--- config.mk ---
export PLATFORM = sky130hd
export DESIGN_NAME = modular_exponentiation
export DESIGN_NICKNAME = d
export VERILOG_FILES = /design/src/design/modexp_pkg.sv /design/src/design/modexp_mulmod.sv /design/src/design/modular_exponentiation.sv
export VERILOG_INCLUDE_DIRS = /design/src /design/src/design
export SDC_FILE = /design/constraint.sdc
export NUM_CORES = 1
export LEC_CHECK = 0
export BUFFER_PORTS_ARGS = -buffer_cell sky130_fd_sc_hd__buf_4
export CAP_MARGIN = 25
export CORE_ASPECT_RATIO = 1.5
export CORE_MARGIN = 3
export CORE_UTILIZATION = 51
export CTS_CLUSTER_DIAMETER = 60
export DETAILED_ROUTE_END_ITERATION = 10
export PLACE_DENSITY = 0.66
export SLEW_MARGIN = 30
export SYNTH_ARGS = -nofsm -noshare
export SYNTH_HDL_FRONTEND = slang
export SYNTH_HIERARCHICAL = 1
export SYNTH_SLANG_ARGS = --single-unit
--- constraint.sdc ---
create_clock -name i_clk -period 8.75 [get_ports i_clk]
set_input_delay 2.1875 -clock i_clk [delete_from_list [all_inputs] [get_ports i_clk]]
set_output_delay 2.1875 -clock i_clk [all_outputs]
set_load 0.02 [all_outputs]
--- src/design/assert_macros.svh ---
// Assertion macros shared by the modular exponentiation RTL.
// Standalone header; included by the modules that check their own logic.
`ifndef ASSERT_MACROS_SVH
`define ASSERT_MACROS_SVH

// Same-cycle implication, checked outside reset.
`define ASSERT_IMPL(label, clk, rst_n, ante, cons, msg) \
    label: assert property (@(posedge clk) disable iff (!rst_n) (ante) |-> (cons)) \
        else $error(msg);

// Next-cycle implication, checked outside reset.
`define ASSERT_NEXT(label, clk, rst_n, ante, cons, msg) \
    label: assert property (@(posedge clk) disable iff (!rst_n) (ante) |=> (cons)) \
        else $error(msg);

`endif

--- src/design/modexp_pkg.sv ---
// Package for the modular exponentiation block: widths, register codes, FSM types.
// No dependencies; imported by modexp_mulmod and modular_exponentiation.
package modexp_pkg;

    localparam int OPERAND_WIDTH_DEF = 32;
    localparam int FIELD_W           = 32;
    localparam int CFG_IDX_W         = 1;

    typedef logic [FIELD_W-1:0]   t_field;
    typedef logic [CFG_IDX_W-1:0] t_cfg_idx;

    localparam t_cfg_idx CFG_MODULUS      = 1'd0;
    localparam t_cfg_idx CFG_KEY_EXPONENT = 1'd1;

    typedef enum logic [3:0] {
        SEQ_IDLE,
        SEQ_RED_GO,
        SEQ_RED_WAIT,
        SEQ_STEP,
        SEQ_ACC_GO,
        SEQ_ACC_WAIT,
        SEQ_SQ_GO,
        SEQ_SQ_WAIT,
        SEQ_DONE
    } t_seq_state;

    typedef enum logic [1:0] {
        MUL_IDLE,
        MUL_DBL,
        MUL_ADD,
        MUL_DONE
    } t_mul_state;

endpackage

--- src/design/modexp_mulmod.sv ---
// Bit-serial modular multiplier: (a * b) mod m, each multiplier bit taken by a double then an add phase.
// Depends on modexp_pkg and assert_macros.svh. Requires b < m and m >= 2.
module modexp_mulmod #(
    parameter int W = modexp_pkg::OPERAND_WIDTH_DEF
) (
    input  logic         i_clk,
    input  logic         i_rst_n,
    input  logic         i_start,
    input  logic [W-1:0] i_a,
    input  logic [W-1:0] i_b,
    input  logic [W-1:0] i_m,
    output logic         o_done,
    output logic [W-1:0] o_result
);
    import modexp_pkg::*;
    `include "assert_macros.svh"

    localparam int CNT_W = $clog2(W);

    t_mul_state r_state, n_state;
    logic [W-1:0]     r_r, r_a, r_b, r_m;
    logic [CNT_W-1:0] r_cnt;

    logic [W-1:0] addend;
    logic [W:0]   sum;
    logic [W-1:0] red;

    // Shared add, compare and subtract: doubles r, then adds b when the top a bit is set.
    always_comb begin
        if (r_state == MUL_DBL) begin
            addend = r_r;
        end else if (r_a[W-1]) begin
            addend = r_b;
        end else begin
            addend = '0;
        end
        sum = {1'b0, r_r} + {1'b0, addend};
        if (sum >= {1'b0, r_m}) begin
            red = W'(sum - {1'b0, r_m});
        end else begin
            red = sum[W-1:0];
        end
    end

    always_comb begin
        n_state = r_state;
        case (r_state)
            MUL_IDLE: begin
                if (i_start) n_state = MUL_DBL;
            end
            MUL_DBL:  n_state = MUL_ADD;
            MUL_ADD: begin
                if (r_cnt == '0) n_state = MUL_DONE;
                else             n_state = MUL_DBL;
            end
            MUL_DONE: n_state = MUL_IDLE;
            default:  n_state = MUL_IDLE;
        endcase
    end

    always_comb begin
        o_done   = (r_state == MUL_DONE);
        o_result = r_r;
    end

    always_ff @(posedge i_clk) begin
        if (!i_rst_n) begin
            r_state <= MUL_IDLE;
        end else begin
            r_state <= n_state;
        end
    end

    always_ff @(posedge i_clk) begin
        case (r_state)
            MUL_IDLE: begin
                if (i_start) begin
                    r_r   <= '0;
                    r_a   <= i_a;
                    r_b   <= i_b;
                    r_m   <= i_m;
                    r_cnt <= CNT_W'(W - 1);
                end
            end
            MUL_DBL: begin
                r_r <= red;
            end
            MUL_ADD: begin
                // Advance to the next multiplier bit, most significant first.
                r_r   <= red;
                r_a   <= {r_a[W-2:0], 1'b0};
                r_cnt <= r_cnt - 1'b1;
            end
            default: begin
            end
        endcase
    end

    `ASSERT_IMPL(a_start_idle, i_clk, i_rst_n, i_start, r_state == MUL_IDLE, "start while busy")
    `ASSERT_IMPL(a_res_below_mod, i_clk, i_rst_n, o_done, r_r < r_m, "product not reduced")
    `ASSERT_NEXT(a_start_runs, i_clk, i_rst_n, i_start, r_state == MUL_DBL, "start not taken")

endmodule

--- src/design/modular_exponentiation.sv ---
// Channel    Dir  Handshake                 Payload
// input      in   i_in_valid / o_in_stall   i_base_value
// output     out  o_out_valid / i_out_stall o_power_result
// config     in   i_cfg_we                  i_cfg_index, i_cfg_data
//
// Each item first reduces the base (base * 1 mod m), then per exponent bit
// does one squaring (skipped on the last bit) and, for a set bit, one
// multiply; each multiply runs on the single bit-serial mulmod unit. A
// modulus of one skips all multiplies and gives a result of zero.
// Synchronous active-low reset: modulus 1, exponent 0, no beat pending.
// Input stalls while an item is in work; a finished result waits in the
// output register and the next item is taken meanwhile.
//
// Depends on modexp_pkg, modexp_mulmod and assert_macros.svh.
module modular_exponentiation #(
    parameter int OPERAND_WIDTH = modexp_pkg::OPERAND_WIDTH_DEF
) (
    input  logic                  i_clk,
    input  logic                  i_rst_n,
    input  logic                  i_cfg_we,
    input  modexp_pkg::t_cfg_idx  i_cfg_index,
    input  modexp_pkg::t_field    i_cfg_data,
    input  logic                  i_in_valid,
    output logic                  o_in_stall,
    input  modexp_pkg::t_field    i_base_value,
    output logic                  o_out_valid,
    input  logic                  i_out_stall,
    output modexp_pkg::t_field    o_power_result
);
    import modexp_pkg::*;
    `include "assert_macros.svh"

    localparam int W     = OPERAND_WIDTH;
    localparam int BIT_W = $clog2(W);

    t_seq_state r_state, n_state;

    logic [W-1:0]     r_modulus, r_exponent;
    logic [W-1:0]     r_base, r_sq, r_acc, r_exp_sh;
    logic [BIT_W-1:0] r_bit;
    logic [W-1:0]     r_out_data;
    logic             r_out_valid;

    logic [W-1:0] cfg_val;
    logic         in_acc, out_free, last_bit, mod_one;
    logic         mul_start, mul_done;
    logic [W-1:0] mul_a, mul_b, mul_res;

    assign cfg_val  = i_cfg_data[W-1:0];
    assign in_acc   = i_in_valid && !o_in_stall;
    assign out_free = !r_out_valid || !i_out_stall;
    assign last_bit = (r_bit == BIT_W'(W - 1));
    assign mod_one  = (r_modulus == W'(1));

    modexp_mulmod #(
        .W (W)
    ) u_mulmod (
        .i_clk    (i_clk),
        .i_rst_n  (i_rst_n),
        .i_start  (mul_start),
        .i_a      (mul_a),
        .i_b      (mul_b),
        .i_m      (r_modulus),
        .o_done   (mul_done),
        .o_result (mul_res)
    );

    // Next state
    always_comb begin
        n_state = r_state;
        case (r_state)
            SEQ_IDLE: begin
                if (in_acc) n_state = mod_one ? SEQ_DONE : SEQ_RED_GO;
            end
            SEQ_RED_GO: n_state = SEQ_RED_WAIT;
            SEQ_RED_WAIT: begin
                if (mul_done) n_state = SEQ_STEP;
            end
            SEQ_STEP: begin
                if (r_exp_sh[0])   n_state = SEQ_ACC_GO;
                else if (last_bit) n_state = SEQ_DONE;
                else               n_state = SEQ_SQ_GO;
            end
            SEQ_ACC_GO: n_state = SEQ_ACC_WAIT;
            SEQ_ACC_WAIT: begin
                if (mul_done) n_state = last_bit ? SEQ_DONE : SEQ_SQ_GO;
            end
            SEQ_SQ_GO: n_state = SEQ_SQ_WAIT;
            SEQ_SQ_WAIT: begin
                if (mul_done) n_state = SEQ_STEP;
            end
            SEQ_DONE: begin
                if (out_free) n_state = SEQ_IDLE;
            end
            default: n_state = SEQ_IDLE;
        endcase
    end

    // Outputs: handshake and mulmod operands
    always_comb begin
        o_in_stall = (r_state != SEQ_IDLE);
        mul_start  = 1'b0;
        mul_a      = r_sq;
        mul_b      = r_sq;
        case (r_state)
            SEQ_RED_GO: begin
                // base * 1 mod m reduces the base
                mul_start = 1'b1;
                mul_a     = r_base;
                mul_b     = W'(1);
            end
            SEQ_ACC_GO: begin
                mul_start = 1'b1;
                mul_b     = r_acc;
            end
            SEQ_SQ_GO: begin
                mul_start = 1'b1;
            end
            default: begin
            end
        endcase
    end

    always_ff @(posedge i_clk) begin
        if (!i_rst_n) begin
            r_state     <= SEQ_IDLE;
            r_modulus   <= W'(1);
            r_exponent  <= '0;
            r_out_valid <= 1'b0;
        end else begin
            r_state <= n_state;
            if (i_cfg_we) begin
                case (i_cfg_index)
                    CFG_MODULUS: begin
                        // drop a zero modulus
                        if (cfg_val != '0) r_modulus <= cfg_val;
                    end
                    CFG_KEY_EXPONENT: r_exponent <= cfg_val;
                    default: begin
                    end
                endcase
            end
            if (r_state == SEQ_DONE && out_free) begin
                r_out_valid <= 1'b1;
            end else if (!i_out_stall) begin
                r_out_valid <= 1'b0;
            end
        end
    end

    always_ff @(posedge i_clk) begin
        case (r_state)
            SEQ_IDLE: begin
                if (in_acc) begin
                    r_base   <= i_base_value[W-1:0];
                    r_exp_sh <= r_exponent;
                    r_bit    <= '0;
                    r_acc    <= '0;
                end
            end
            SEQ_RED_WAIT: begin
                if (mul_done) begin
                    r_sq  <= mul_res;
                    r_acc <= W'(1);
                end
            end
            SEQ_ACC_WAIT: begin
                if (mul_done) r_acc <= mul_res;
            end
            SEQ_SQ_WAIT: begin
                // advance to the next exponent bit
                if (mul_done) begin
                    r_sq     <= mul_res;
                    r_exp_sh <= {1'b0, r_exp_sh[W-1:1]};
                    r_bit    <= r_bit + 1'b1;
                end
            end
            SEQ_DONE: begin
                if (out_free) r_out_data <= r_acc;
            end
            default: begin
            end
        endcase
    end

    assign o_out_valid    = r_out_valid;
    assign o_power_result = t_field'(r_out_data);

    `ASSERT_IMPL(a_out_below_mod, i_clk, i_rst_n, r_out_valid, r_out_data < r_modulus, "result not reduced")
    `ASSERT_IMPL(a_done_in_wait, i_clk, i_rst_n, mul_done, r_state == SEQ_RED_WAIT || r_state == SEQ_ACC_WAIT || r_state == SEQ_SQ_WAIT, "stray multiply done")
    `ASSERT_NEXT(a_accept_busy, i_clk, i_rst_n, in_acc, r_state != SEQ_IDLE, "accepted beat not started")

endmodule
==> reports/metrics.sh, run 1 <==
OUTCOME='finished, final reports clean'
FINAL_CORE_UTILIZATION_PCT=58.8
HOLD_END='o_power_result[7]'
TIMING.RR.END='u_mulmod/o_result[18]'
YOSYS.CELL_TYPES.COUNT=81
POSTSYNTHCELLCOUNT=1718
FIN_CLK_SKEW_NS=0.00845
ROUTE.DETAILED.VIAS_PER_INST=5.48
WORST_EP_REQUIRED_TIME_NS=9.02
CTS_NUM_SINKS=369
POSTROUTEWIRELENGTH_MM=40.2
IO_PINS=104
CLOCK_INSERTION_DELAY_WORST_SKEW_NS=0.54
DIE-HEIGHT_UM=240
DP.FINAL_HPWL_MM=28.6
CRITPATHLAUNCHTYPE='register'
DRIVE_ABOVE_1_SHARE_PCT=13.6
MIN-DELAY-PATH-CLASS='register to register'
TOTAL_POWER_W=0.00803
GPL.FINAL_WEIGHTED_CONGESTION=0.847
CLOCKBUFFERDEPTH=3
LAYOUT-AREA-OVERHEAD-VS-SYNTH_PCT=13.9
TIMING.CRITICAL_PATH.TO_TYPE='register'
DETAIL-ROUTE-ANTENNA-NETS=0
FMAX_MHz=145
GRT_UTIL_ALL_LAYERS_PCT=20.8
SYNTH_AREA_UM2=18600
DOMINANTREGCELLSYNTH='sky130_fd_sc_hd__edfxtp_1'
FINAL_PERIOD_MINUS_WORST_SETUP_SLACK_NS=6.92
YOSYSMOSTFREQUENTCELL='sky130_fd_sc_hd__nand2_1'
SYNTH_EDF_COUNT=298
RELSLEWSLACK_PCT=40.4
POSTSYNTH.ASYNCRESETSHARE_PCT=0
TIMING.HOLD.WORST_PATH_DEPTH=0
TOTAL_NUMBER_OF_VIAS=12700
MAX_CAP_VIOLS=0
LAUNCH_POINT_OF_THE_WORST_HOLD_PATH='r_acc[7]'
DIE-AREA_UM2=38800
CLK_TRANSITION_REPORTED_PATHS_NS=0.06
SYNTH_FP_NETS=1862
CRITPATHKIND='register to register'
TIMING.FINAL.WS_SETUP_NS=1.83
GRT_FIRST_PASS_WIRELENGTH_MM=65.6
RR_STARTPOINT='u_mulmod/r_state[1]'
ROUTE.DETAILED.DRC=0
DRTPASS1ITERATIONS=5
ROOT_BUFFER_CELL='sky130_fd_sc_hd__clkbuf_16'
SYNTH_TOP_AREA_CELL='sky130_fd_sc_hd__edfxtp_1'
WORSTREGTOREGCELLS=26
GRT_PASS1_VIAS=12700
R2R_SLACK_NS=1.83
RSZ0062_AT_GRT='false'
POST-CTS-SETUP-BUFFERS=0
CTS_TREE='done'
DIE_W_UM=162
YS.WARNINGS.COUNT=6
WORST_SLEW_PIN_SLEW_NS=0.894
GRT_ANTENNA_BEFORE_REPAIR=0
CTS_HOLD_REPAIR.BUFFERS=0
FINALSETUPTNS_NS=0
CRITPATHSLOWESTCELL='sky130_fd_sc_hd__nor2b_2'
DESIGN.CORE.AREA_UM2=35900
VDD.IR_DROP.WORST_mV=0.265
DRT_ITER0_MARKERS=884
SYNTH-SEQ-CELLS=369
DESIGN.FINAL.NETS=1944
NUM_ANTENNA_CELLS=0
CTS_REPAIR_RESIZE_COUNT=0
YS_TOP_CELLS_BY_COUNT='sky130_fd_sc_hd__nand2_1 (412), sky130_fd_sc_hd__edfxtp_1 (298), sky130_fd_sc_hd__nor2_1 (74)'
CRIT_FANOUT=38
SETUP_VIOL=0
SYNTH_TOP_AREA_SHARE_PCT=48.2
PORT-BUFFER-COUNT=103
CRITICAL-PATH-MAX-STAGE-DELAY_NS=0.52
POWERDENSITY_nW_PER_UM2=380
FLOORPLAN.INITIALDENSITY_PCT=51.7
LEAKAGE_POWER_TOTAL_nW=8.33
PLACEMENT.SETUP.WORST_SLACK_NS=1.81
GRT_OVERFLOW=0
FINAL-HOLD-VIOLATION-COUNT=0
CTS_MADE_BUFFERS=41
PATH_DELAY_FAMILY='compound AO/OA/AOI/OAI gates'
PATH_BUF_INV=5
AVG_WL_PER_CELL_UM=17.4
WORST_EP_ARRIVAL_TIME_NS=7.19
HTREE_NUM_LEVELS=2
SYNTHESIS.AREA_PER_INSTANCE_UM2=10.8
POST_ROUTE_CLOCK_PERIOD_UTILIZATION_PCT=79.0
GRT_MAX_DEGREE=102
ROWS=85
TIMING.FINAL.MAX_SLEW_VIOLATIONS=0
HOLD_WS_NS=0.449
SYNTH.YOSYS.SEQ_AREA_SHARE_PCT=55.8
SYNTH.TOP_CELLS.BY_AREA='sky130_fd_sc_hd__edfxtp_1 (48%), sky130_fd_sc_hd__nand2_1 (8.3%), sky130_fd_sc_hd__dfxtp_1 (7.7%)'
## power by group
group          leakage, nW  internal, W  switching (W)
Combinational         4.29      0.00170        0.00234
Sequential            3.38      0.00218       0.000116
Clock                0.662     0.000992       0.000708
Total                 8.33      0.00487        0.00316
## worst max-delay path by stage
stage	start	cells past startpoint	end	slack [ns]
detailed placement	u_mulmod/r_state[1]	26	u_mulmod/o_result[18]	1.81
global placement	u_mulmod/r_state[1]	28	u_mulmod/o_result[4]	2.17
finish	u_mulmod/r_state[1]	26	u_mulmod/o_result[18]	1.83
CTS	u_mulmod/r_state[1]	26	u_mulmod/o_result[18]	1.80
floorplan	u_mulmod/r_state[1]	28	u_mulmod/o_result[14]	3.29
global route	u_mulmod/r_state[1]	26	u_mulmod/o_result[18]	1.23
## cells in the final DEF (no fill, tap or decap), types with 36 or more instances in the layout
cell / instances
sky130_fd_sc_hd__inv_1: 62
sky130_fd_sc_hd__nor2_1: 73
sky130_fd_sc_hd__edfxtp_1: 298
sky130_fd_sc_hd__and2_1: 45
sky130_fd_sc_hd__nand2_1: 411
sky130_fd_sc_hd__dfxtp_1: 71
sky130_fd_sc_hd__ha_1: 72
sky130_fd_sc_hd__o21ai_0: 57
sky130_fd_sc_hd__a21boi_0: 36
sky130_fd_sc_hd__clkbuf_16: 45
sky130_fd_sc_hd__a21oi_1: 59
sky130_fd_sc_hd__buf_4: 119
sky130_fd_sc_hd__mux2i_1: 60
sky130_fd_sc_hd__xnor2_1: 37
## sequential cells by signal (all words and copies together) (netlist names)
register and flops:
u_mulmod/r_state 2, r_bit 5, u_mulmod/r_cnt 5, o_power_result 32, r_modulus 32, r_acc 32
r_base 32, u_mulmod/o_result 32, r_sq 32, r_state 4, u_mulmod/r_b 32, u_mulmod/r_m 32
r_exp_sh 32, u_mulmod/r_a 32, r_exponent 32, o_out_valid 1
## layout make-up
cell class | instances | area, um2
clock inverter | 21 | 160
tap | 478 | 598
inverter | 63 | 236
sequential | 369 | 10400
multi-input combinational | 1200 | 7610
fill | 3130 | 14800
timing repair buffer | 125 | 1000
clock buffer | 54 | 1180
## per-stage QoR
| step | cell area [um2] | std cells |
|---|---|---|
| finish | 21200 | 2310 |
| global placement | 19700 | 2230 |
| detailed placement | 19800 | 2235 |
| global route | 21200 | 2310 |
| floorplan | 18600 | 1718 |
| CTS | 21200 | 2310 |
## kinds of logic after synthesis
logic type / count (synthesis) / share of synthesized area (%)
simple gates: 661 / 15.9
flops: 369 / 55.8
compound gates: 317 / 11.8
buf+inv: 149 / 3.62
mux: 92 / 5.17
fa+ha+maj: 74 / 5.07
xor+xnor: 56 / 2.64
## routing by layer
layer	track usage (%)	up-vias	part of all wire, %
met5	0	-	0
met4	6.16	0	2.6
met2	35.9	299	49
met3	2.82	65	4.2
li1	-	6295	-
met1	27.5	5995	44
No activity file was read; power rests on OpenSTA's default activity.
==> run 2: changes to the inputs <==
- PLACE_DENSITY: 0.66 -> 0.68
- clock period: 8.75 -> 5.9 ns (I/O delays scaled with it)
==> run 2 against run 1 <==
- total power rose by 56%
- sequential share of layout area fell by 0.64 points
- critical endpoint is now u_mulmod/o_result[1]
- non-clock buffer count rose by 15
- critical path depth fell by 2
==> reports/metrics.sh, run 2 (synthesis results as in run 1) <==
OUTCOME='finished, final reports clean'
DP.FINAL_HPWL_MM=29.4  # +2.9%
SETUP_VIOL=0  # unchanged
VDD.IR_DROP.WORST_mV=0.321  # +21%
FINALNONFILLERCELLS=2323  # +0.56%
FIN_CLK_SKEW_NS=0.0151  # +0.00664 ns
CRITICAL-PATH-MAX-STAGE-DELAY_NS=0.52  # about the same
CRITPATHSLOWESTCELL='sky130_fd_sc_hd__or4_4'
GRT_PASS1_VIAS=12600  # -1.1%
ROUTE.DETAILED.DRC=0  # unchanged
AVG_WL_PER_CELL_UM=18.0  # +3.4%
PORT-BUFFER-COUNT=103  # unchanged
GRT_ANTENNA_BEFORE_REPAIR=0  # unchanged
POST-PLACE-CELLS=2243  # +0.36%
CLOCK_INSERTION_DELAY_WORST_SKEW_NS=0.54  # about the same
LAYOUT.AREA.SEQ_UM2=10400  # about the same
LAYOUT-AREA-OVERHEAD-VS-SYNTH_PCT=15.4
WORST_EP_ARRIVAL_TIME_NS=5.93  # -1.26 ns
CLOCKBUFFERDEPTH=3  # unchanged
MAX_CAP_VIOLS=0  # unchanged
DESIGN.FINAL.NETS=1958  # +0.72%
GRT_MAX_DEGREE=102  # unchanged
ROUTE.DETAILED.VIAS_PER_INST=5.53  # +1.0%
GPL.FINAL_WEIGHTED_CONGESTION=0.862  # +1.7%
FINAL_CORE_UTILIZATION_PCT=59.6  # +0.79 points
ROOT_BUFFER_CELL='sky130_fd_sc_hd__clkbuf_16'
CHAIN_OF_CELLS_FORMING_THE_CRITICAL_PATH='inv_1 -> ha_2 -> nor2b_2 -> buf_6 -> a22o_1 -> ha_1 -> nand2_1 -> or4_4 -> o21ai_2 -> buf_4 -> nand3_1 -> nand2_1 -> xor2_1 -> ha_1 -> and3_1 -> a311o_1 -> a211oi_4 -> o211a_1 -> o31ai_2 -> a41oi_4 -> buf_12 -> clkbuf_16 -> mux2i_1 -> nor2_1'
CTS_HOLD_REPAIR.BUFFERS=0  # unchanged
TIMING.CRITICAL_PATH.TO_TYPE='register'
MIN-DELAY-PATH-CLASS='register to register'
DETAIL-ROUTE-ANTENNA-NETS=0  # unchanged
FLOORPLAN.INITIALDENSITY_PCT=51.7  # unchanged
CTS_TREE='done'
ROWS=85  # unchanged
CTS_NUM_SINKS=369  # unchanged
LAYOUT.CELLS.MOST_COMMON='sky130_fd_sc_hd__nand2_1'
POST_ROUTE_CLOCK_PERIOD_UTILIZATION_PCT=95.9  # +17 points
WORST_SLEW_PIN_SLEW_NS=0.897  # +0.00268 ns
DIE-HEIGHT_UM=240  # unchanged
FMAX_MHz=177  # +22%
RELSLEWSLACK_PCT=40.2  # -0.18 points
FINAL.FILL_COUNT=3005  # -4.0%
FIN_AREA_UM2=21400  # +1.3%
DRIVE_ABOVE_1_SHARE_PCT=15.3  # +1.7 points
PATH_DELAY_FAMILY='compound AO/OA/AOI/OAI gates'
DRTPASS1ITERATIONS=5  # unchanged
FINAL-HOLD-VIOLATION-COUNT=0  # unchanged
CRIT_FANOUT=13  # -66%
TOTAL_POWER_W=0.0125  # +56%
DIE_W_UM=162  # unchanged
WORST_EP_REQUIRED_TIME_NS=6.17  # -2.85 ns
CRITPATHKIND='register to register'
POWERDENSITY_nW_PER_UM2=584  # +54%
CTS_MADE_BUFFERS=40  # -2.4%
DIE-AREA_UM2=38800  # unchanged
POSTROUTEWIRELENGTH_MM=41.8  # +4.0%
AREA_OF_THE_MULTI_INPUT_GATES_UM2=7740  # +1.8%
LAYOUT_COMMON_CELLS='sky130_fd_sc_hd__nand2_1 (411), sky130_fd_sc_hd__edfxtp_1 (298), sky130_fd_sc_hd__buf_4 (124)'
FINAL_PERIOD_MINUS_WORST_SETUP_SLACK_NS=5.66  # -1.26 ns
GRT_OVERFLOW=0  # unchanged
DRT_ITER0_MARKERS=878  # -0.68%
HOLD_WS_NS=0.442  # -0.00686 ns
LEAKAGE_POWER_TOTAL_nW=8.44  # +1.3%
TOTAL_NUMBER_OF_VIAS=12900  # +1.6%
IO_PINS=104  # unchanged
CRITPATHLAUNCHTYPE='register'
GRT_FIRST_PASS_WIRELENGTH_MM=65.4  # -0.34%
DESIGN.CORE.AREA_UM2=35900  # unchanged
DETAILED_PLACE.AREA_UM2=19900  # +0.47%
CLK_TRANSITION_REPORTED_PATHS_NS=0.06  # about the same
PATH_BUF_INV=5  # unchanged
HTREE_NUM_LEVELS=2  # unchanged
GRT_UTIL_ALL_LAYERS_PCT=20.9  # +0.044 points
NUM_ANTENNA_CELLS=0  # unchanged
TIMING.FINAL.MAX_SLEW_VIOLATIONS=0  # unchanged
==> run 2: cell count changes in the layout (fill, tap and decap cells not counted), sizes merged <==
cell    change
clkinv      -6
clkbuf      +6
buf        +13
==> run 2: power breakdown <==
part           internal (W)  switching [W]
sequential          0.00323       0.000174
combinational       0.00291        0.00378
clock               0.00142        0.00101
total               0.00756        0.00497
==> run 2: final timing paths <==
check,slack [ns],to,from,cells after the start
max,0.24,u_mulmod/o_result[1],u_mulmod/r_state[1],24
min,0.44,o_power_result[2],r_acc[2],0
max reg2reg,0.24,u_mulmod/o_result[1],u_mulmod/r_state[1],24
min reg2reg,0.44,o_power_result[2],r_acc[2],0
==> run 2: per-layer routing <==
layer | track usage [%] | up-vias | routed length, um
li1 | - | 6319 | -
met2 | 36.7 | 323 | 21100
met5 | 0 | - | 0
met1 | 26.7 | 6150 | 17700
met3 | 2.96 | 62 | 1860
met4 | 6.57 | 0 | 1130
==> run 2: area by class of cell <==
class / instances / share of cell area (%)
Clock inverter: 15 / 0.601
Sequential cell: 369 / 48.4
Timing Repair Buffer: 140 / 5.64
Multi-Input combinational cell: 1200 / 36.1
Clock buffer: 58 / 5.38
Tap cell: 478 / 2.79
Inverter: 63 / 1.10
==> run 2: what timing repair did <==
action / in CTS / in global routing
buffers inserted: 0 / 2
gates resized for setup: 1 / 28
setup endpoints to repair: 22 / 32
cloned: 0 / 5
pin swaps: 0 / 8
==> run 2: through the flow <==
| step | setup TNS (ns) | worst slack, ns |
|---|---|---|
| 2_1_floorplan | 0 | 0.442 |
| 3_3_place_gp | 0 | 0.229 |
| 3_5_place_dp | 0 | 0.0249 |
| 4_1_cts | 0 | 0.0698 |
| 5_1_grt | -0.335 | -0.0401 |
| 6_report | 0 | 0.242 |
